### src/design/vra_pkg.sv
package vra_pkg;

	localparam int MAX_ITEMS = 64;
	localparam int IDX_W     = $clog2(MAX_ITEMS);
	localparam int CNT_W     = $clog2(MAX_ITEMS + 1);
	localparam int VAL_W     = 32;
	localparam int RANK_W    = 6;

	typedef enum logic [4:0] {
		ST_COLLECT = 5'b00001,
		ST_LOAD_I  = 5'b00010,
		ST_SCAN    = 5'b00100,
		ST_FLUSH   = 5'b01000,
		ST_RESULT  = 5'b10000
	} vra_state_t;

	typedef struct packed {
		logic store_en;   // write request value into the store
		logic ovf_set;    // request dropped, store full
		logic ld_i;       // read element i, clear rank and scan index
		logic scan;       // read element j, advance j
		logic out_load;   // move rank into the output register
		logic next_i;     // advance to the next element
		logic seq_clr;    // clear count, overflow flag and element index
	} vra_cmd_t;

	typedef struct packed {
		logic cnt_full;
		logic j_last;
		logic i_last;
		logic out_free;
	} vra_status_t;

endpackage

### src/design/value_rank_assigner_core.sv
// Ranks a sequence of signed 32-bit values. Requests are taken one per cycle
// while req_stall is low and stored, up to 64 of them; further requests are
// dropped and flag the results as truncated. The request marked last_item
// starts ranking: one result per stored value, in arrival order, giving its
// ascending sorted position, ties broken by arrival order. req_stall stays
// high from the last request until the final result has been loaded into the
// output register. Each result is built by loading element i, then by a scan
// that reads the store one element per cycle through its compare read port,
// and a flush of the compare stage; the rank waits for a free output register.
module value_rank_assigner_core import vra_pkg::*; (
	input  logic                    clk,
	input  logic                    arst_n,
	input  logic                    req_valid,
	output logic                    req_stall,
	input  logic signed [VAL_W-1:0] value,
	input  logic                    last_item,
	output logic                    res_valid,
	input  logic                    res_stall,
	output logic [RANK_W-1:0]       rank,
	output logic                    final_result,
	output logic                    truncated
);

	vra_cmd_t    cmd;
	vra_status_t st;

	vra_ctrl u_ctrl (
		.clk       (clk),
		.arst_n    (arst_n),
		.req_valid (req_valid),
		.last_item (last_item),
		.req_stall (req_stall),
		.st        (st),
		.cmd       (cmd)
	);

	vra_dp u_dp (
		.clk          (clk),
		.arst_n       (arst_n),
		.value        (value),
		.cmd          (cmd),
		.st           (st),
		.res_stall    (res_stall),
		.res_valid    (res_valid),
		.rank         (rank),
		.final_result (final_result),
		.truncated    (truncated)
	);

	a_no_overwrite: assert property (@(posedge clk) disable iff (!arst_n)
		cmd.out_load |-> st.out_free)
		else $error("result loaded over a pending one");

	a_store_not_full: assert property (@(posedge clk) disable iff (!arst_n)
		cmd.store_en |-> !st.cnt_full)
		else $error("store written past capacity");

	a_load_then_scan: assert property (@(posedge clk) disable iff (!arst_n)
		cmd.ld_i |=> cmd.scan)
		else $error("element load not followed by scan");

endmodule

### src/design/vra_ctrl.sv
module vra_ctrl import vra_pkg::*; (
	input  logic        clk,
	input  logic        arst_n,
	input  logic        req_valid,
	input  logic        last_item,
	output logic        req_stall,
	input  vra_status_t st,
	output vra_cmd_t    cmd
);

	vra_state_t state_q, state_d;
	logic       req_acc;

	assign req_stall = (state_q != ST_COLLECT);
	assign req_acc   = req_valid && !req_stall;

	always_comb begin
		state_d = state_q;
		cmd     = '0;
		case (state_q)
			ST_COLLECT: begin
				if (req_acc) begin
					cmd.store_en = !st.cnt_full;
					cmd.ovf_set  = st.cnt_full;
					if (last_item)
						state_d = ST_LOAD_I;
				end
			end
			ST_LOAD_I: begin
				cmd.ld_i = 1'b1;
				state_d  = ST_SCAN;
			end
			ST_SCAN: begin
				cmd.scan = 1'b1;
				if (st.j_last)
					state_d = ST_FLUSH;
			end
			ST_FLUSH: begin
				state_d = ST_RESULT;
			end
			ST_RESULT: begin
				if (st.out_free) begin
					cmd.out_load = 1'b1;
					if (st.i_last) begin
						cmd.seq_clr = 1'b1;
						state_d     = ST_COLLECT;
					end else begin
						cmd.next_i = 1'b1;
						state_d    = ST_LOAD_I;
					end
				end
			end
			default: begin
				state_d = ST_COLLECT;
			end
		endcase
	end

	always_ff @(posedge clk or negedge arst_n) begin
		if (!arst_n)
			state_q <= ST_COLLECT;
		else
			state_q <= state_d;
	end

endmodule

### src/design/vra_dp.sv
module vra_dp import vra_pkg::*; (
	input  logic                    clk,
	input  logic                    arst_n,
	input  logic signed [VAL_W-1:0] value,
	input  vra_cmd_t                cmd,
	output vra_status_t             st,
	input  logic                    res_stall,
	output logic                    res_valid,
	output logic [RANK_W-1:0]       rank,
	output logic                    final_result,
	output logic                    truncated
);

	logic signed [VAL_W-1:0] mem [MAX_ITEMS];
	logic signed [VAL_W-1:0] val_i_q;
	logic signed [VAL_W-1:0] val_j_s1;
	logic [CNT_W-1:0]        cnt_q;
	logic                    ovf_q;
	logic [IDX_W-1:0]        i_q;
	logic [IDX_W-1:0]        j_q;
	logic [IDX_W-1:0]        j_s1;
	logic                    vld_s1;
	logic [RANK_W-1:0]       rank_q;
	logic                    out_vld_q;
	logic [RANK_W-1:0]       out_rank_q;
	logic                    out_fin_q;
	logic                    out_trc_q;
	logic [CNT_W-1:0]        last_idx;
	logic                    below;

	assign last_idx    = cnt_q - CNT_W'(1);
	assign st.cnt_full = (cnt_q == CNT_W'(MAX_ITEMS));
	assign st.j_last   = ({1'b0, j_q} == last_idx);
	assign st.i_last   = ({1'b0, i_q} == last_idx);
	assign st.out_free = !out_vld_q || !res_stall;

	assign below = (val_j_s1 < val_i_q) || ((val_j_s1 == val_i_q) && (j_s1 < i_q));

	always_ff @(posedge clk) begin
		if (cmd.store_en)
			mem[cnt_q[IDX_W-1:0]] <= value;
	end

	always_ff @(posedge clk) begin
		if (cmd.ld_i)
			val_i_q <= mem[i_q];
		if (cmd.scan) begin
			val_j_s1 <= mem[j_q];
			j_s1     <= j_q;
		end
		if (cmd.out_load) begin
			out_rank_q <= rank_q;
			out_fin_q  <= st.i_last;
			out_trc_q  <= ovf_q;
		end
	end

	always_ff @(posedge clk or negedge arst_n) begin
		if (!arst_n) begin
			cnt_q     <= '0;
			ovf_q     <= 1'b0;
			i_q       <= '0;
			j_q       <= '0;
			vld_s1    <= 1'b0;
			rank_q    <= '0;
			out_vld_q <= 1'b0;
		end else begin
			if (cmd.store_en)
				cnt_q <= cnt_q + CNT_W'(1);
			if (cmd.ovf_set)
				ovf_q <= 1'b1;
			if (cmd.seq_clr) begin
				cnt_q <= '0;
				ovf_q <= 1'b0;
				i_q   <= '0;
			end else if (cmd.next_i) begin
				i_q <= i_q + IDX_W'(1);
			end
			vld_s1 <= cmd.scan;
			if (cmd.ld_i) begin
				j_q    <= '0;
				rank_q <= '0;
			end else begin
				if (cmd.scan)
					j_q <= j_q + IDX_W'(1);
				if (vld_s1 && below)
					rank_q <= rank_q + RANK_W'(1);
			end
			if (cmd.out_load)
				out_vld_q <= 1'b1;
			else if (!res_stall)
				out_vld_q <= 1'b0;
		end
	end

	assign res_valid    = out_vld_q;
	assign rank         = out_rank_q;
	assign final_result = out_fin_q;
	assign truncated    = out_trc_q;

endmodule
### config.mk
export PLATFORM = sky130hd
export DESIGN_NAME = value_rank_assigner_core
export DESIGN_NICKNAME = d
export VERILOG_FILES = /design/src/design/vra_pkg.sv /design/src/design/value_rank_assigner_core.sv /design/src/design/vra_ctrl.sv /design/src/design/vra_dp.sv
export SDC_FILE = /design/constraint.sdc
export NUM_CORES = 2
export LEC_CHECK = 0
export BUFFER_PORTS_ARGS = -buffer_cell sky130_fd_sc_hd__buf_2
export CAP_MARGIN = 20
export CELL_PAD_IN_SITES_DETAIL_PLACEMENT = 0
export CELL_PAD_IN_SITES_GLOBAL_PLACEMENT = 1
export CORE_ASPECT_RATIO = 1.2
export CORE_UTILIZATION = 55
export CTS_BUF_LIST = sky130_fd_sc_hd__clkbuf_4 sky130_fd_sc_hd__clkbuf_8
export DETAILED_ROUTE_END_ITERATION = 7
export PLACE_DENSITY_LB_ADDON = 0.1
export SLEW_MARGIN = 5
export SYNTH_ARGS = -nofsm -noshare
export SYNTH_HDL_FRONTEND = slang
export SYNTH_SLANG_ARGS = --single-unit
### constraint.sdc
create_clock -name clk -period 5.5 [get_ports clk]
set_clock_uncertainty 0.2 [all_clocks]
set_input_delay 1.65 -clock clk [delete_from_list [all_inputs] [get_ports clk]]
set_output_delay 1.65 -clock clk [all_outputs]
set_load 0.01 [all_outputs]
==> summary.txt <==
Leakage = 34.0 nW
Slew @ Worst Pin = 1.16 ns
Initial antenna violation count = 11
Post-CTS Setup Bufs = 0
Critical Path Source = u_dp.cnt_q[0]
Vias per cell = 7.34
NumNets Final = 4624
Die Area = 181000 sq um
Critical Path AT = 4.80 ns
Clock sinks = 2159
Total Wirelength = 296000 um
Crit path max-delay cell type = nor2_4
Worst Hold Depth = 0
Logic pwr share = 16.8%
Synth area leader = edfxtp_1
Setup CP Type = register to register
Vias = 52100
Reg clk slew, reported paths = 0.06 ns
Maximum VDD drop = 0.220 mV
EDFF count, synth = 2126
Area growth, synth to finish = 12.2%
DRT iter0 DRCs = 7135
R2R depth = 7
Syn avg cell area = 23.4 sq um
Power Density = 353 nW/um^2
Crit-path max cell delay = 0.79 ns
Max Slew Vio Count = 0
Num CTS Buffers = 351
Final antenna-violating net count = 0
Startpoint Class = register
Post-CTS Resized = 0
DRC = 0
Synthesized area = 98600 sq um
DPL Wire Length = 173000 um
Post-Syn Nets = 4285
Area contributors post-synth = edfxtp_1 (65%), mux4_2 (31%), dfrtp_1 (0.81%)
Die Span Y = 466 um
Crit. path cell count = 7
Most frequent CP cell = buf_4
Synthesized instance count = 4205
Die width = 388 um
Hold Path Origin = u_dp.rank_q[5]
Routability cong. = 0.867
Fill cells = 12000
Number of synthesized register bits = 2159
Ports = 47
Largest net degree at the start of global routing = 79
RSZ-0062 raised after global routing = no
Required time of the worst setup path = 6.02 ns
Max-Slew Margin vs Limit = 22.6%
Later-pin clock latency in the skew report = 1.08 ns
Total track usage = 33.4%
Netlist cell types = 48
Yosys warns = 0
IO buf count = 46
Share of cells above drive strength 1 = 47.1%
Hold crit path type = register to register
Leading register cell type out of synthesis = edfxtp_1
Seq/Total Area, Yosys = 65.6%
Core Region = 177000 sq um
Worst reg2reg path startpoint = u_dp.cnt_q[0]
Fin crit period = 4.29 ns
CTS root buffer = clkbuf_8
Period utilisation layout = 77.9%
Initial core utilization = 55.6%
Delay-heaviest family, CP = simple AND/OR/NAND/NOR gates
Seq pwr share = 48.3%
Worst Path Buf+Inv = 3
Clock power frac = 34.9%
Sw Pwr = 0.00999 W
Ys async rst share = 1.53%
CP Capture Type = register
Routed len/inst = 41.7 um
Top-area cell type share of the netlist area = 64.8%
Status = completed
Num rows = 169
Total gr overflow = 0
Worst Hold End = u_dp.rank[5]
Final setup viols = 0
Top-count cell post-synth = edfxtp_1
Critical Path Fanout Max = 15
R2r setup slk = 1.21 ns
Cell Chain, Critical Path = inv_1 > ha_1 > a21oi_1 > buf_4 > nand4_1 > nor2_4 > buf_4
Final Hold Viols = 0
Hold_ws = 0.292 ns
Longest Clk Path Bufs = 4
Fmax = 0.233 GHz
First-pass GRT wire length = 413000 um
CTS tree = done
Vias in the first global route = 53600
Internal power = 0.0290 W
Htree depth = 5
Post-CTS Hold Buffers = 0
Most frequent cells after synthesis = edfxtp_1 (2126), mux4_2 (1344), clkbuf_1 (175)
Switching share of power = 25.6%
TNS Setup = 0 ns
Reg-to-reg endpoint = u_dp.mem[5][2]
Max cap viols = 0
1st-pass router iterations = 7
power groups by stage:
stage	clock (W)	combinational, W	sequential, W
final	0.0136	0.00654	0.0188
after global routing	0.0145	0.00684	0.0189
after CTS	0.0138	0.00657	0.0188
after detailed placement	0	0.00656	0.0192
after global placement	0	0.00649	0.0192
after floorplan	0	0.00445	0.0190
metal layers:
metal | global-route usage [%] | part of all wire, %
met5 | 0 | 0
met4 | 14.7 | 4.8
met3 | 7.43 | 10
met2 | 53.2 | 49
met1 | 45.0 | 36
flip-flops by register name (all words and copies together), names as in the netlist, 5 cells and up:
register        count
u_dp.j_s1           6
u_dp.rank           6
u_dp.cnt_q          7
u_dp.val_j_s1      32
u_ctrl.state_q      5
u_dp.mem         2048
u_dp.val_i_q       32
u_dp.i_q            6
u_dp.j_q            6
u_dp.rank_q         6
cell type report:
cell class | instances | area [sq um] | share of cell area, %
Clock inverter | 128 | 875 | 0.791
Timing Repair Buffer | 303 | 3300 | 2.99
Antenna cell | 4 | 10.0 | 0.00906
Tap cell | 2308 | 2890 | 2.61
Multi-Input combinational cell | 1681 | 32800 | 29.7
Inverter | 48 | 193 | 0.174
Clock buffer | 462 | 5720 | 5.18
Sequential cell | 2159 | 64700 | 58.5
through the flow:
step	cells	power (W)	instance area, sq um	utilization [%]	setup WS (ns)
floorplan	4205	0.0234	98600	-	0.937
global placement	6472	0.0257	103000	58.3	0.718
detailed placement	6478	0.0257	104000	58.3	0.710
CTS	7068	0.0392	110000	62.1	1.25
global route	7091	0.0402	111000	62.3	1.14
finish	7093	0.0390	111000	62.3	1.21
worst max-delay path by stage:
| stage | to | slack (ns) |
|---|---|---|
| final | u_dp.mem[5][2] | 1.21 |
| after global routing | u_dp.mem[5][2] | 1.14 |
| after CTS | req_stall | 1.25 |
| after detailed placement | u_dp.mem[5][10] | 0.71 |
| after global placement | u_dp.mem[5][12] | 0.72 |
| after floorplan | u_dp.mem[61][0] | 0.94 |
logic make-up after synthesis:
logic type      Yosys count  synth area share, %
fa+ha+maj                43                0.546
buf+inv                 365                 1.54
flops                  2159                 65.6
xor+xnor                 28                0.249
simple gates            200                0.934
mux                    1346                 30.7
compound gates           64                0.376
cell usage in the layout, fill, tap and decap left out, types with 6 or more instances in the layout:
cell type / count
a21oi_1: 30
buf_12: 90
buf_2: 47
buf_4: 165
bufinv_16: 12
clkbuf_4: 102
clkbuf_8: 360
clkinv_1: 68
clkinv_2: 43
clkinvlp_4: 6
dfrtp_1: 22
dfrtp_4: 10
edfxtp_1: 2126
ha_1: 43
inv_1: 44
mux4_2: 1344
nand2_1: 30
nand3_1: 23
nand4_1: 16
nor2_1: 32
nor2_4: 64
nor3_1: 7
o21ai_0: 16
or3_1: 10
xnor2_1: 14
xor2_1: 14
Power figures use the tool's default switching activity.
